**config.mk**
```make
export PLATFORM = sky130hd
export DESIGN_NAME = piecewise_linear_table_interp_unit
export DESIGN_NICKNAME = d
export VERILOG_FILES = /design/src/rtl/pli_pkg.sv /design/src/rtl/pli_knot_rom.sv /design/src/rtl/pli_mul.sv /design/src/rtl/pli_div.sv /design/src/rtl/piecewise_linear_table_interp_unit.sv
export SDC_FILE = /design/constraint.sdc
export NUM_CORES = 1
export LEC_CHECK = 0
export BUFFER_PORTS_ARGS = -buffer_cell sky130_fd_sc_hd__buf_2
export CAP_MARGIN = 25
export CORE_ASPECT_RATIO = 0.7
export CORE_MARGIN = 2
export CORE_UTILIZATION = 40
export CTS_CLUSTER_DIAMETER = 150
export DETAILED_ROUTE_END_ITERATION = 10
export PLACE_DENSITY_LB_ADDON = 0.08
export SLEW_MARGIN = 10
export SYNTH_ARGS = -nofsm -noshare
export SYNTH_HDL_FRONTEND = slang
export SYNTH_SLANG_ARGS = --single-unit
```
**constraint.sdc**
```tcl
create_clock -name clk -period 6.4 [get_ports clk]
set_clock_uncertainty 0.2 [all_clocks]
set_input_delay 0.64 -clock clk [delete_from_list [all_inputs] [get_ports clk]]
set_output_delay 0.64 -clock clk [all_outputs]
set_load 0.02 [all_outputs]
```
**src/rtl/pli_pkg.sv**
```systemverilog
// Shared types, constants and knot table data for the piecewise-linear interpolation unit.
package pli_pkg;

    localparam int MAX_KNOTS   = 20;
    localparam int TABLE_COUNT = 4;

    localparam int ROM_TABLES  = 4;
    localparam int ROM_KNOTS   = 20;

    localparam int LIVE_TABLES = (TABLE_COUNT < ROM_TABLES) ? TABLE_COUNT : ROM_TABLES;

    localparam int SEL_W   = 2;
    localparam int DATA_W  = 32;
    localparam int IDX_W   = $clog2(ROM_KNOTS + 1);
    localparam int TBL_W   = (ROM_TABLES > 1) ? $clog2(ROM_TABLES) : 1;
    localparam int KIDX_W  = (ROM_KNOTS > 1) ? $clog2(ROM_KNOTS) : 1;

    // serial multiplier: radix-4, two multiplier bits per cycle
    localparam int MUL_DIGIT = 2;
    localparam int MUL_STEPS = DATA_W / MUL_DIGIT;
    localparam int MUL_CNT_W = $clog2(MUL_STEPS + 1);

    // serial divider: restoring, one quotient bit per cycle
    localparam int DIV_STEPS = DATA_W;
    localparam int DIV_CNT_W = $clog2(DIV_STEPS + 1);

    // knot domain in units of dom_scale/1000, range in units of rng_scale*1e-7
    localparam int unsigned ROM_DOM [ROM_TABLES][ROM_KNOTS] = '{
        '{0, 1000, 2000, 3000, 4000, 5000, 6000, 7000, 8000, 9000, 10000,
          15000, 20000, 25000, 30000, 40000, 50000, 60000, 70000, 80000},
        '{0, 1000, 2000, 3000, 4000, 5000, 6000, 7000, 8000, 9000, 10000,
          15000, 20000, 25000, 30000, 40000, 50000, 60000, 70000, 80000},
        '{0, 1000, 2000, 3000, 4000, 5000, 6000, 7000, 8000, 9000, 10000,
          15000, 20000, 25000, 30000, 40000, 50000, 60000, 70000, 80000},
        '{300, 500, 700, 890, 920, 960, 980, 1000, 1020, 1060, 1240, 1530,
          1990, 2870, 2890, 5000, 0, 0, 0, 0}
    };

    localparam int unsigned ROM_RNG [ROM_TABLES][ROM_KNOTS] = '{
        '{9807, 9804, 9801, 9797, 9794, 9791, 9788, 9785, 9782, 9779, 9776,
          9761, 9745, 9730, 9715, 9684, 9654, 9624, 9594, 9564},
        '{12250000, 11120000, 10070000, 9093000, 8194000, 7364000, 6601000,
          5900000, 5258000, 4671000, 4135000, 1948000, 889100, 400800, 184100,
          39960, 10270, 3097, 828, 185},
        '{340, 336, 332, 328, 324, 320, 316, 312, 308, 303, 299, 295, 295, 295,
          305, 324, 337, 319, 289, 269},
        '{1629, 1659, 2031, 2597, 3010, 3287, 4002, 4258, 4335, 4483, 4064,
          3663, 2897, 2297, 2306, 2656, 0, 0, 0, 0}
    };

    localparam int unsigned ROM_COUNT [ROM_TABLES] = '{20, 20, 20, 16};
    localparam longint unsigned DOM_SCALE [ROM_TABLES] = '{1000, 1000, 1000, 1};
    localparam longint unsigned RNG_SCALE [ROM_TABLES] = '{10000, 1, 10000000, 1000};

    typedef struct packed {
        logic [SEL_W-1:0]  table_select;
        logic [DATA_W-1:0] x_value;
    } pli_req_t;

    typedef struct packed {
        logic [DATA_W-1:0] y_value;
        logic              out_of_range;
    } pli_rsp_t;

    typedef enum logic [1:0] {
        ST_IDLE,
        ST_SCAN,
        ST_MUL,
        ST_DIV
    } pli_state_t;

    // elaboration-time conversions to Q20.12 / Q12.20, round half up
    function automatic longint unsigned knot_x(input int t, input int i);
        longint unsigned v;
        v = longint'(ROM_DOM[t][i]) * DOM_SCALE[t];
        return (v * 64'd4096 + 64'd500) / 64'd1000;
    endfunction

    function automatic longint unsigned knot_y(input int t, input int i);
        longint unsigned v;
        v = longint'(ROM_RNG[t][i]) * RNG_SCALE[t];
        return (v * 64'd1048576 + 64'd5000000) / 64'd10000000;
    endfunction

    function automatic int knot_count(input int t);
        int n;
        n = int'(ROM_COUNT[t]);
        if (n > MAX_KNOTS)
        begin
            n = MAX_KNOTS;
        end
        if (n > ROM_KNOTS)
        begin
            n = ROM_KNOTS;
        end
        return n;
    endfunction

endpackage

```
**src/rtl/pli_knot_rom.sv**
```systemverilog
// Constant knot tables: two adjacent knots of the selected table plus its knot count.
module pli_knot_rom (
    input  logic [pli_pkg::SEL_W-1:0]  sel,
    input  logic [pli_pkg::IDX_W-1:0]  idx,
    output logic [pli_pkg::DATA_W-1:0] kx0,
    output logic [pli_pkg::DATA_W-1:0] ky0,
    output logic [pli_pkg::DATA_W-1:0] kx1,
    output logic [pli_pkg::DATA_W-1:0] ky1,
    output logic [pli_pkg::IDX_W-1:0]  count
);

    logic [pli_pkg::DATA_W-1:0] x_tab [pli_pkg::ROM_TABLES][pli_pkg::ROM_KNOTS];
    logic [pli_pkg::DATA_W-1:0] y_tab [pli_pkg::ROM_TABLES][pli_pkg::ROM_KNOTS];
    logic [pli_pkg::IDX_W-1:0]  n_tab [pli_pkg::ROM_TABLES];

    logic [pli_pkg::IDX_W-1:0]  idx1;
    logic [pli_pkg::TBL_W-1:0]  t;

    for (genvar ti = 0; ti < pli_pkg::ROM_TABLES; ti++)
    begin : g_tbl
        localparam logic [pli_pkg::IDX_W-1:0] KN = pli_pkg::IDX_W'(pli_pkg::knot_count(ti));
        assign n_tab[ti] = KN;
        for (genvar ki = 0; ki < pli_pkg::ROM_KNOTS; ki++)
        begin : g_knot
            localparam logic [pli_pkg::DATA_W-1:0] KX =
                pli_pkg::DATA_W'(pli_pkg::knot_x(ti, ki));
            localparam logic [pli_pkg::DATA_W-1:0] KY =
                pli_pkg::DATA_W'(pli_pkg::knot_y(ti, ki));
            assign x_tab[ti][ki] = KX;
            assign y_tab[ti][ki] = KY;
        end
    end

    assign idx1 = idx + pli_pkg::IDX_W'(1);
    assign t    = pli_pkg::TBL_W'(sel);

    always_comb
    begin
        kx0   = '0;
        ky0   = '0;
        kx1   = '0;
        ky1   = '0;
        count = '0;
        if (32'(sel) < 32'(pli_pkg::ROM_TABLES))
        begin
            count = n_tab[t];
            if (32'(idx) < 32'(pli_pkg::ROM_KNOTS))
            begin
                kx0 = x_tab[t][idx[pli_pkg::KIDX_W-1:0]];
                ky0 = y_tab[t][idx[pli_pkg::KIDX_W-1:0]];
            end
            if (32'(idx1) < 32'(pli_pkg::ROM_KNOTS))
            begin
                kx1 = x_tab[t][idx1[pli_pkg::KIDX_W-1:0]];
                ky1 = y_tab[t][idx1[pli_pkg::KIDX_W-1:0]];
            end
        end
    end

endmodule

```
**src/rtl/pli_mul.sv**
```systemverilog
// Radix-4 shift-add multiplier: two multiplier bits per cycle, unsigned 32x32 to 64.
module pli_mul (
    input  logic                          clk,
    input  logic                          rst_n,
    input  logic                          start,
    input  logic [pli_pkg::DATA_W-1:0]    a,
    input  logic [pli_pkg::DATA_W-1:0]    b,
    output logic                          done,
    output logic [2*pli_pkg::DATA_W-1:0]  product
);

    localparam int SUM_W = pli_pkg::DATA_W + pli_pkg::MUL_DIGIT;

    logic                          run_reg,  run_next;
    logic                          done_reg, done_next;
    logic [pli_pkg::MUL_CNT_W-1:0] cnt_reg,  cnt_next;
    logic [pli_pkg::DATA_W-1:0]    hi_reg,   hi_next;
    logic [pli_pkg::DATA_W-1:0]    lo_reg,   lo_next;
    logic [pli_pkg::DATA_W-1:0]    b_reg,    b_next;
    logic [SUM_W-1:0]              sum;

    // partial product of the low digit, added to the running high half
    assign sum = SUM_W'(hi_reg)
               + SUM_W'(b_reg) * SUM_W'(lo_reg[pli_pkg::MUL_DIGIT-1:0]);

    always_comb
    begin
        run_next  = run_reg;
        done_next = 1'b0;
        cnt_next  = cnt_reg;
        hi_next   = hi_reg;
        lo_next   = lo_reg;
        b_next    = b_reg;
        if (start)
        begin
            run_next = 1'b1;
            cnt_next = '0;
            hi_next  = '0;
            lo_next  = a;
            b_next   = b;
        end
        else if (run_reg)
        begin
            hi_next  = sum[SUM_W-1:pli_pkg::MUL_DIGIT];
            lo_next  = {sum[pli_pkg::MUL_DIGIT-1:0],
                        lo_reg[pli_pkg::DATA_W-1:pli_pkg::MUL_DIGIT]};
            cnt_next = cnt_reg + pli_pkg::MUL_CNT_W'(1);
            if (cnt_reg == pli_pkg::MUL_CNT_W'(pli_pkg::MUL_STEPS - 1))
            begin
                run_next  = 1'b0;
                done_next = 1'b1;
            end
        end
    end

    always_ff @(posedge clk or negedge rst_n)
    begin
        if (!rst_n)
        begin
            run_reg  <= 1'b0;
            done_reg <= 1'b0;
            cnt_reg  <= '0;
        end
        else
        begin
            run_reg  <= run_next;
            done_reg <= done_next;
            cnt_reg  <= cnt_next;
        end
    end

    always_ff @(posedge clk)
    begin
        hi_reg <= hi_next;
        lo_reg <= lo_next;
        b_reg  <= b_next;
    end

    assign done    = done_reg;
    assign product = {hi_reg, lo_reg};

endmodule

```
**src/rtl/pli_div.sv**
```systemverilog
// Restoring divider: 64-bit dividend by 32-bit divisor, one quotient bit per cycle.
// The high half of the dividend must already be below the divisor.
module pli_div (
    input  logic                          clk,
    input  logic                          rst_n,
    input  logic                          start,
    input  logic [2*pli_pkg::DATA_W-1:0]  dividend,
    input  logic [pli_pkg::DATA_W-1:0]    divisor,
    output logic                          done,
    output logic [pli_pkg::DATA_W-1:0]    quotient
);

    localparam int REM_W = pli_pkg::DATA_W + 1;

    logic                          run_reg,  run_next;
    logic                          done_reg, done_next;
    logic [pli_pkg::DIV_CNT_W-1:0] cnt_reg,  cnt_next;
    logic [pli_pkg::DATA_W-1:0]    rem_reg,  rem_next;
    logic [pli_pkg::DATA_W-1:0]    q_reg,    q_next;
    logic [pli_pkg::DATA_W-1:0]    dv_reg,   dv_next;
    logic [REM_W-1:0]              trial;
    logic [REM_W-1:0]              diff;
    logic                          fits;

    assign trial = {rem_reg, q_reg[pli_pkg::DATA_W-1]};
    assign diff  = trial - {1'b0, dv_reg};
    assign fits  = (trial >= {1'b0, dv_reg});

    always_comb
    begin
        run_next  = run_reg;
        done_next = 1'b0;
        cnt_next  = cnt_reg;
        rem_next  = rem_reg;
        q_next    = q_reg;
        dv_next   = dv_reg;
        if (start)
        begin
            run_next = 1'b1;
            cnt_next = '0;
            rem_next = dividend[2*pli_pkg::DATA_W-1:pli_pkg::DATA_W];
            q_next   = dividend[pli_pkg::DATA_W-1:0];
            dv_next  = divisor;
        end
        else if (run_reg)
        begin
            rem_next = fits ? diff[pli_pkg::DATA_W-1:0] : trial[pli_pkg::DATA_W-1:0];
            q_next   = {q_reg[pli_pkg::DATA_W-2:0], fits};
            cnt_next = cnt_reg + pli_pkg::DIV_CNT_W'(1);
            if (cnt_reg == pli_pkg::DIV_CNT_W'(pli_pkg::DIV_STEPS - 1))
            begin
                run_next  = 1'b0;
                done_next = 1'b1;
            end
        end
    end

    always_ff @(posedge clk or negedge rst_n)
    begin
        if (!rst_n)
        begin
            run_reg  <= 1'b0;
            done_reg <= 1'b0;
            cnt_reg  <= '0;
        end
        else
        begin
            run_reg  <= run_next;
            done_reg <= done_next;
            cnt_reg  <= cnt_next;
        end
    end

    always_ff @(posedge clk)
    begin
        rem_reg <= rem_next;
        q_reg   <= q_next;
        dv_reg  <= dv_next;
    end

    assign done     = done_reg;
    assign quotient = q_reg;

endmodule

```
**src/rtl/piecewise_linear_table_interp_unit.sv**
```systemverilog
// Top level of the piecewise-linear table interpolation unit.
//
// One lookup per transaction: start is taken while busy is low, together with a
// table selector (0 gravity, 1 air density, 2 speed of sound, all by altitude;
// 3 drag coefficient by Mach) and an unsigned Q20.12 argument. The result, an
// unsigned Q12.20 value plus an out-of-range flag, shows on result for exactly
// one cycle with done high; there is no backpressure, so the receiver must
// capture it in that cycle. busy drops in the same cycle that done rises, so a
// new transaction may start right then. The knot scan checks one segment per
// cycle, up to 19 for the altitude tables; a hit then runs the radix-4 serial
// multiplier and after it the bit-serial divider. A lookup that lands outside
// the table finishes right after the scan, and a segment whose two knots
// coincide returns its lower knot value right after the scan.
// An argument on a shared knot uses the lower segment.
module piecewise_linear_table_interp_unit (
    input  logic               clk,
    input  logic               rst_n,
    input  logic               start,
    output logic               busy,
    input  pli_pkg::pli_req_t  request,
    output logic               done,
    output pli_pkg::pli_rsp_t  result
);

    localparam int W   = pli_pkg::DATA_W;
    localparam int SUM_W = W + 1;

    pli_pkg::pli_state_t state_reg, state_next;

    logic [pli_pkg::SEL_W-1:0] sel_reg, sel_next;
    logic [W-1:0]              x_reg,   x_next;
    logic [pli_pkg::IDX_W-1:0] idx_reg, idx_next;
    logic [W-1:0]              dd_reg,  dd_next;   // segment width d1 - d0
    logic [W-1:0]              r0_reg,  r0_next;
    logic                      neg_reg, neg_next;  // slope is negative
    pli_pkg::pli_rsp_t         rsp_reg, rsp_next;
    logic                      done_reg, done_next;

    // knot ROM
    logic [W-1:0]              kx0, ky0, kx1, ky1;
    logic [pli_pkg::IDX_W-1:0] kcount;

    // FSM outputs
    logic accept;
    logic scan_end;    // no segment left
    logic scan_hit;    // argument inside current segment
    logic mul_start;
    logic div_start;

    logic                  mul_done;
    logic [2*W-1:0]        mul_prod;
    logic [W-1:0]          mul_a, mul_b;
    logic                  div_done;
    logic [W-1:0]          div_q;

    logic [SUM_W-1:0]      y_up;
    logic [W-1:0]          y_final;
    logic                  sel_live;

    pli_knot_rom u_rom (
        .sel   (sel_reg),
        .idx   (idx_reg),
        .kx0   (kx0),
        .ky0   (ky0),
        .kx1   (kx1),
        .ky1   (ky1),
        .count (kcount)
    );

    pli_mul u_mul (
        .clk     (clk),
        .rst_n   (rst_n),
        .start   (mul_start),
        .a       (mul_a),
        .b       (mul_b),
        .done    (mul_done),
        .product (mul_prod)
    );

    pli_div u_div (
        .clk      (clk),
        .rst_n    (rst_n),
        .start    (div_start),
        .dividend (mul_prod),
        .divisor  (dd_reg),
        .done     (div_done),
        .quotient (div_q)
    );

    assign accept   = start && (state_reg == pli_pkg::ST_IDLE);
    assign sel_live = 32'(request.table_select) < 32'(pli_pkg::LIVE_TABLES);

    // segment test: stop once idx+1 reaches the knot count
    assign scan_end = !(32'(idx_reg) + 32'd1 < 32'(kcount));
    assign scan_hit = (x_reg >= kx0) && (x_reg <= kx1);

    // multiplier operands: |x - d0| and |r1 - r0|
    assign mul_a = x_reg - kx0;
    assign mul_b = (ky1 < ky0) ? (ky0 - ky1) : (ky1 - ky0);

    // r0 +/- q, clamped to the unsigned 32-bit range
    assign y_up = {1'b0, r0_reg} + {1'b0, div_q};
    always_comb
    begin
        if (neg_reg)
        begin
            y_final = (div_q > r0_reg) ? '0 : (r0_reg - div_q);
        end
        else
        begin
            y_final = y_up[W] ? {W{1'b1}} : y_up[W-1:0];
        end
    end

    // next state
    always_comb
    begin
        state_next = state_reg;
        unique case (state_reg)
            pli_pkg::ST_IDLE:
            begin
                if (start && sel_live)
                begin
                    state_next = pli_pkg::ST_SCAN;
                end
            end
            pli_pkg::ST_SCAN:
            begin
                if (scan_end)
                begin
                    state_next = pli_pkg::ST_IDLE;
                end
                else if (scan_hit)
                begin
                    state_next = (kx1 == kx0) ? pli_pkg::ST_IDLE : pli_pkg::ST_MUL;
                end
            end
            pli_pkg::ST_MUL:
            begin
                if (mul_done)
                begin
                    state_next = pli_pkg::ST_DIV;
                end
            end
            pli_pkg::ST_DIV:
            begin
                if (div_done)
                begin
                    state_next = pli_pkg::ST_IDLE;
                end
            end
            default:
            begin
                state_next = pli_pkg::ST_IDLE;
            end
        endcase
    end

    // FSM outputs
    always_comb
    begin
        mul_start = 1'b0;
        div_start = 1'b0;
        unique case (state_reg)
            pli_pkg::ST_SCAN:
            begin
                mul_start = !scan_end && scan_hit && (kx1 != kx0);
            end
            pli_pkg::ST_MUL:
            begin
                div_start = mul_done;
            end
            pli_pkg::ST_IDLE, pli_pkg::ST_DIV:
            begin
                mul_start = 1'b0;
            end
            default:
            begin
                mul_start = 1'b0;
            end
        endcase
    end

    // datapath registers
    always_comb
    begin
        sel_next  = sel_reg;
        x_next    = x_reg;
        idx_next  = idx_reg;
        dd_next   = dd_reg;
        r0_next   = r0_reg;
        neg_next  = neg_reg;
        rsp_next  = rsp_reg;
        done_next = 1'b0;

        if (accept)
        begin
            sel_next = request.table_select;
            x_next   = request.x_value;
            idx_next = '0;
            if (!sel_live)
            begin
                rsp_next.y_value      = '0;
                rsp_next.out_of_range = 1'b1;
                done_next             = 1'b1;
            end
        end

        if (state_reg == pli_pkg::ST_SCAN)
        begin
            if (scan_end)
            begin
                rsp_next.y_value      = '0;
                rsp_next.out_of_range = 1'b1;
                done_next             = 1'b1;
            end
            else if (scan_hit)
            begin
                dd_next  = kx1 - kx0;
                r0_next  = ky0;
                neg_next = ky1 < ky0;
                if (kx1 == kx0)
                begin
                    rsp_next.y_value      = ky0;
                    rsp_next.out_of_range = 1'b0;
                    done_next             = 1'b1;
                end
            end
            else
            begin
                idx_next = idx_reg + pli_pkg::IDX_W'(1);
            end
        end

        if ((state_reg == pli_pkg::ST_DIV) && div_done)
        begin
            rsp_next.y_value      = y_final;
            rsp_next.out_of_range = 1'b0;
            done_next             = 1'b1;
        end
    end

    always_ff @(posedge clk or negedge rst_n)
    begin
        if (!rst_n)
        begin
            state_reg <= pli_pkg::ST_IDLE;
            done_reg  <= 1'b0;
            idx_reg   <= '0;
        end
        else
        begin
            state_reg <= state_next;
            done_reg  <= done_next;
            idx_reg   <= idx_next;
        end
    end

    always_ff @(posedge clk)
    begin
        sel_reg <= sel_next;
        x_reg   <= x_next;
        dd_reg  <= dd_next;
        r0_reg  <= r0_next;
        neg_reg <= neg_next;
        rsp_reg <= rsp_next;
    end

    assign busy   = (state_reg != pli_pkg::ST_IDLE);
    assign done   = done_reg;
    assign result = rsp_reg;

endmodule
```
### Word level (Yosys, flattened, before mapping)

Index checks and enable logic that the tools add are counted.

| storage, ports and cells | value |
|---|---|
| output and inout port bits | 35 |
| ROM bits | 0 |
| logic and storage cells | 153 |
| register bits | 347 |
| input bits | 37 |
| bits in writable memories | 0 |
| memories | 0 |
| bits in latches | 0 |

| operators by class | value |
|---|---|
| multiplexer cells | 75 |
| add/subtract/negate cells | 12 |
| $lt $le $gt $ge | 11 |
| shift operators | 0 |
| equal/unequal tests | 15 |
| $mul | 1 |
| divide/modulo/power cells | 0 |
| bitwise logic cells | 3 |
| reduce and logical (&&, ||, !) cells | 14 |

Operators by type and width:

| cell | count |
|---|---|
| binary-select mux 640 bit (select 2 bit) | 2 |
| two-way mux 640 bit | 4 |
| two-way mux 32 bit | 23 |
| binary-select mux 32 bit (select 5 bit) | 4 |
| subtractor 32 bit | 6 |
| two-way mux 33 bit | 5 |
| two-way mux 5 bit | 8 |
| adder 32 x 34 -> 34 bit | 1 |
| multiplier 32 x 2 -> 34 bit | 1 |
| adder 32 x 32 -> 33 bit | 1 |
| >= comparator 33 x 32 -> 1 bit | 1 |
| equality test 32 bit | 1 |
| >= comparator 32 bit | 1 |
| > comparator 32 bit | 1 |
| less-or-equal comparator 32 bit | 1 |
| less-than comparator 32 bit | 1 |
| inequality test 32 bit | 1 |
| two-way mux 1 bit | 19 |
| >= comparator 6 bit (second input constant) | 2 |
| two-way mux 2 bit | 6 |
| two-way mux 6 bit | 2 |
| inverter 5 -> 6 bit | 2 |
| adder 5 x 1 -> 5 bit (second input constant) | 2 |
| binary-select mux 5 bit (select 2 bit) | 1 |
| other kinds (20) | 35 |

### Logic depth before layout (Yosys ltp)

| logic depth | value |
|---|---|
| depth after elaboration | 14 |
| mapped depth | 29 |
| mapped depth without buffers | 25 |

### Hierarchy

From an unflattened synthesis, not the netlist that was laid out.

| second synthesis, totals | value |
|---|---|
| cell total of the unflattened synthesis | 4,217 |
| area, all modules | 34,996.1 um^2 |

Modules (own cells, without submodules):

| module | cells each | times used | area each (um^2) | sequential area each (um^2) |
|---|---|---|---|---|
| piecewise_linear_table_interp_unit | 1,979 | 1 | 16,285.6 | 4,154.0 |
| pli_mul | 681 | 1 | 6,747.7 | 2,737.6 |
| pli_div | 531 | 1 | 5,987.0 | 3,083.0 |
| pli_knot_rom | 1,026 | 1 | 5,975.7 | 0.0 |

### Worst setup path after synthesis

OpenSTA, ideal clock, no wires.

| path | value |
|---|---|
| path kind | register to register |
| from | reg idx_reg[0] (netlist bit) |
| to | reg u_mul.b_reg[0] (netlist bit) (enable) |
| path buffers | 5 |
| library setup time | 0.440 ns |
| arrival | 5.522 ns |
| cell stages (with the launch flop) | 20 |
| required time | 5.760 ns |
| period minus slack after synthesis | 6.162 ns |
| setup slack | 0.238 ns |
| cell sequence | dfrtp_1 > clkbuf_1 > clkbuf_1 > buf_1 > buf_1 > clkbuf_1 > a31oi_1 > o21ai_0 > nand2_1 > ha_1 > o21a_1 > nor2_1 > a21oi_1 > a211oi_1 > o21ai_1 > nand2b_1 > a2111oi_0 > a2bb2oi_2 > nand2_1 > a41oi_1 |

| between the ends | value |
|---|---|
| cells in the longest elaborated chain, start to end | 11 |
| elaborated cells on any way between the ends | 22 |
| those cells by class | 2 x add/sub; 5 x order compare; 1 x eq/ne; 9 x mux; 2 x bitwise; 3 x reduce/logical |

RTL lines:

| what | RTL line | RTL |
|---|---|---|
| start, declared | piecewise_linear_table_interp_unit.sv:32 | `logic [pli_pkg::IDX_W-1:0] idx_reg, idx_next;` |
| start signal, assigned | piecewise_linear_table_interp_unit.sv:255 | `idx_reg <= idx_next;` |
| adder 5 x 1 -> 5 bit | pli_knot_rom.sv:34 | `assign idx1 = idx + pli_pkg::IDX_W'(1);` |
| inverter 5 -> 6 bit (not written as such) | pli_knot_rom.sv:54 | `kx1 = x_tab[t][idx1[pli_pkg::KIDX_W-1:0]];` |
| binary-select mux 32 bit (select 5 bit) | pli_knot_rom.sv:54 |  |
| two-way mux 32 bit (not written as such) (2 in a row) | pli_knot_rom.sv:54 |  |
| two-way mux 32 bit | pli_knot_rom.sv:52 | `if (32'(idx1) < 32'(pli_pkg::ROM_KNOTS))` |
| less-or-equal comparator 32 bit | piecewise_linear_table_interp_unit.sv:95 | `assign scan_hit = (x_reg >= kx0) && (x_reg <= kx1);` |
| logical AND 1 bit | piecewise_linear_table_interp_unit.sv:95 |  |
| logical AND 1 bit | piecewise_linear_table_interp_unit.sv:167 | `mul_start = !scan_end && scan_hit && (kx1 != kx0);` |
| logical AND 1 bit * | piecewise_linear_table_interp_unit.sv:167 |  |
| two-way mux 1 bit * | piecewise_linear_table_interp_unit.sv:164 | `unique case (state_reg)` |
| named net mul_start | piecewise_linear_table_interp_unit.sv:47 | `logic mul_start;` |
| end signal, assigned | pli_mul.sv:76 | `b_reg <= b_next;` |
| end, declared | pli_mul.sv:19 | `logic [pli_pkg::DATA_W-1:0] b_reg, b_next;` |

Mark *: on every way through the listed nets, which the timed path passes. The rest lies on a longest branch. The select of a mux whose other input is x is not followed.
A chain may end at the register's enable or synchronous reset.

### Worst setup path in the final report

| path | value |
|---|---|
| from | reg sel_reg[1] (netlist bit) |
| to | reg u_mul.lo_reg[31] (netlist bit), data pin |

| between the ends | value |
|---|---|
| cells in the longest elaborated chain, start to end | 14 |
| elaborated cells on any way between the ends | 25 |
| those cells by class | 1 x add/sub; 3 x order compare; 1 x eq/ne; 16 x mux; 1 x bitwise; 3 x reduce/logical |

RTL lines:

| what | RTL line | RTL |
|---|---|---|
| start, declared | piecewise_linear_table_interp_unit.sv:30 | `logic [pli_pkg::SEL_W-1:0] sel_reg, sel_next;` |
| start signal, assigned | piecewise_linear_table_interp_unit.sv:261 | `sel_reg <= sel_next;` |
| inverter 2 -> 3 bit (not written as such) * | pli_knot_rom.sv:46, pli_knot_rom.sv:49, pli_knot_rom.sv:54 |  |
| binary-select mux 640 bit (select 2 bit) | pli_knot_rom.sv:49, pli_knot_rom.sv:54 |  |
| two-way mux 640 bit (not written as such) (2 in a row) | pli_knot_rom.sv:49, pli_knot_rom.sv:54 |  |
| binary-select mux 32 bit (select 5 bit) (on tied branches) | pli_knot_rom.sv:49, pli_knot_rom.sv:54 |  |
| two-way mux 32 bit (on tied branches) (2 in a row) | pli_knot_rom.sv:49, pli_knot_rom.sv:54 |  |
| two-way mux 32 bit (on tied branches) | pli_knot_rom.sv:47, pli_knot_rom.sv:52 |  |
| >= comparator 32 bit or less-or-equal comparator 32 bit (tied branches) | piecewise_linear_table_interp_unit.sv:95 |  |
| logical AND 1 bit | piecewise_linear_table_interp_unit.sv:95 |  |
| logical AND 1 bit (2 in a row) | piecewise_linear_table_interp_unit.sv:167 |  |
| two-way mux 1 bit | piecewise_linear_table_interp_unit.sv:164 |  |
| two-way mux 32 bit * | pli_mul.sv:34 | `if (start)` |
| named net u_mul.lo_next (one bit) | pli_mul.sv:18 | `logic [pli_pkg::DATA_W-1:0] lo_reg, lo_next;` |
| end signal, assigned | pli_mul.sv:75 | `lo_reg <= lo_next;` |
| end, declared | pli_mul.sv:18 |  |

Marked as above.

==> flow_summary_export.csv <==
group,metric,value,unit
run_status,status,"finished, final reports clean",
sta,finalMaxSlewViolations,0,
cts,clockRootBuffer,"clkbuf_16",
worst_setup_path,r2r_cells,21,
yosys,syn-num-nets,4297,
finish,layout-drive-gt1-share,10.3,%
route,drcViolationCount,0,
yosys,synth_commonest_cells,"nand2_1 (478), a21oi_1 (416), nor2_1 (322)",
cts,clockBufferDepth,3,
global_route,grt_pass1_vias,28300,
worst_setup_path,crit_end,"u_mul.lo_reg[31]$_DFFE_PP_",
cts,cts_sinks,343,
worst_setup_path,worstReg2RegEnd,"u_mul.lo_reg[31]$_DFFE_PP_",
floorplan,die_x,342,um
route,wl_per_cell,27.2,um
yosys,yosys_warnings,0,
global_route,antenna_found_initial,11,
worst_setup_path,cp-end-kind,"register",
route,initialDrtViolationCount,3720,
worst_setup_path,reg2reg_setup_slack,0.24,ns
yosys,yosysUniqueCellTypes,108,
sta,max_clock_freq,0.162,GHz
sta,worst_pin_slew,0.920,ns
yosys,yosysMostFrequentCell,"nand2_1",
min_path,hold_path.class,"primary input to register",
finish,postLayoutCoreUtil,45.6,%
cts,insertion_delay,0.63,ns
yosys,synthCells,3947,
finish,area_growth,12.6,%
route,ant_nets,0,
global_route,grt_usage,33.3,%
floorplan,core-area,0.0789,mm2
route,drt_pass1_iterations,6,
cts,cts_tree,"built",
floorplan,die_h,241,um
route,wirelength,140000,um
floorplan,dieArea,0.0822,mm2
job,drv_cap,0,
route,viasPerCell,6.03,
yosys,yosysTopAreaCell,"edfxtp_1",
sta,rsz0062_at_grt,"no",
yosys,ys.flop_type,"edfxtp_1",
yosys,synth_edf_count,287,
place,io_buffer_count,71,
place,dp_hpwl,111000,um
finish,multiInputGateArea,0.0200,mm2
finish,fin_nets,4402,
worst_setup_path,cp.arrival,6.38,ns
floorplan,initial_utilization,40.5,%
worst_setup_path,path_class,"register to register",
yosys,synth_top_area_share,27.0,%
global_route,grt_max_degree,102,
cts,clkTransAtPathRegs,0.08,ns
place,gp_congestion,1.02,
finish,regArea,0.00986,mm2
yosys,yosysSeqAreaShare,30.8,%
global_route,grt_pass1_wl,201000,um
floorplan,num_rows,86,
route,num_vias,31000,
yosys,postSynthAreaPerCell,8.10,um2
cts,cts_buffers,41,
sta,max_slew_margin,38.2,%
worst_setup_path,cp_data_required_time,6.62,ns
sta,fin_setup_tns,0,ns
cts,h-tree-depth,2,
finish,largest_register_ff_count,33,
yosys,ys_seq_elements,343,
cts,cts_setup_buffers,0,
global_route,grt_remaining_overflow,0,
worst_setup_path,cp-start-kind,"register",
finish,n_fill_cell,7966,
sta,finalSetupViolCount,0,
yosys,synthTopCellsByArea,"edfxtp_1 (27%), ha_1 (11%), a21oi_1 (6.5%), nand2_1 (5.6%), o21ai_0 (4.7%)",
worst_setup_path,cp_max_fo,41,
yosys,async_flop_share,6.71,%
worst_setup_path,rr_startpoint,"sel_reg[1]$_DFFE_PP_",
worst_setup_path,setup.worst_path.start,"sel_reg[1]$_DFFE_PP_",
yosys,syn-cell-area,0.0320,mm2
floorplan,io-pin-count,72,
sta,min_period,6.16,ns
sta,hold_viol,0,
sta,fin_crit_sh,96.3,%
layout make-up:
type	count	area share, %
Multi-Input combinational cell	3047	55.7
Sequential cell	343	27.4
Timing Repair Buffer	294	6.06
Tap cell	1056	3.67
Inverter	325	3.41
Clock buffer	53	3.03
Clock inverter	18	0.758
Antenna cell	3	0.0209
through the flow:
stage	std cells	worst slack (ns)	cell area (um2)	hold WS (ns)
3_5_place_dp	5038	0.230	34300	0.206
4_1_cts	5135	0.171	36000	0.00321
3_3_place_gp	5038	0.261	34300	0.205
5_1_grt	5136	0.0272	36000	0.00977
6_report	5139	0.240	36000	0.0201
2_1_floorplan	3947	0.238	32000	0.144
layout by cell type (no fill, tap or decap), drive strengths merged, types with 88 or more instances in the layout:
master and n:
edfxtp 287, ha 274, buf 268, nand3 88, inv 324, a21o 134, xnor2 95, nor2 323
o21ai 338, a21oi 418, nand2 478
critical path, cell delays in order (launching register included):
cell       delay [ns]
edfxtp_1         0.38
buf_4            0.35
ha_1             0.24
buf_4            0.20
nor2b_1          0.52
buf_4            0.27
nand2_1          0.06
or3_1            0.47
ha_1             0.52
nand4_1          0.14
nor2_1           0.12
a211oi_1         0.07
o21ai_1          0.32
nand2b_1         0.15
a2111oi_0        0.43
buf_4            0.20
a2bb2oi_4        0.35
buf_4            0.19
and3_2           0.22
buf_12           0.23
nor2_1           0.06
a21oi_1          0.21
worst min-delay path by stage:
stage                        startpoint                   endpoint  depth (start not counted)
floorplan                         rst_n             done$_DFF_PN0_                          0
global placement    dd_reg[5]$_DFFE_PP_  u_div.dv_reg[5]$_DFFE_PP_                          0
detailed placement  dd_reg[5]$_DFFE_PP_  u_div.dv_reg[5]$_DFFE_PP_                          0
CTS                          request[5]         x_reg[5]$_DFFE_PP_                          1
global route                 request[5]         x_reg[5]$_DFFE_PP_                          1
finish                      request[32]       sel_reg[0]$_DFFE_PP_                          1
cell families (layout without fill, tap and decap cells):
logic type	after synthesis	count (layout)	synth area share [%]
compound gates	1323	1323	26.0
simple gates	1189	1189	16.7
buf+inv	557	690	6.86
flops	343	343	30.8
fa+ha+maj	313	313	13.2
xor+xnor	162	162	4.44
mux	60	60	2.02
other cells	0	3	0
metal layers:
metal  GRT usage (%)  part of all wire [%]  vias up
met3            9.40                    11      162
met2            44.5                    38     1471
met1            51.6                    48    15000
met4            8.28                   2.5        6
li1                -                     -    14300
met5               0                 0.029        -
repair_timing:
action,4_1_cts,5_1_grt
endpoints found under the setup margin,0,154
endpoints found under the hold margin,48,0
hold buffers,26,0
resized for setup,0,3
Power is not shown: default switching activity piles up to over one toggle a cycle in this logic, so the estimate is an artifact.
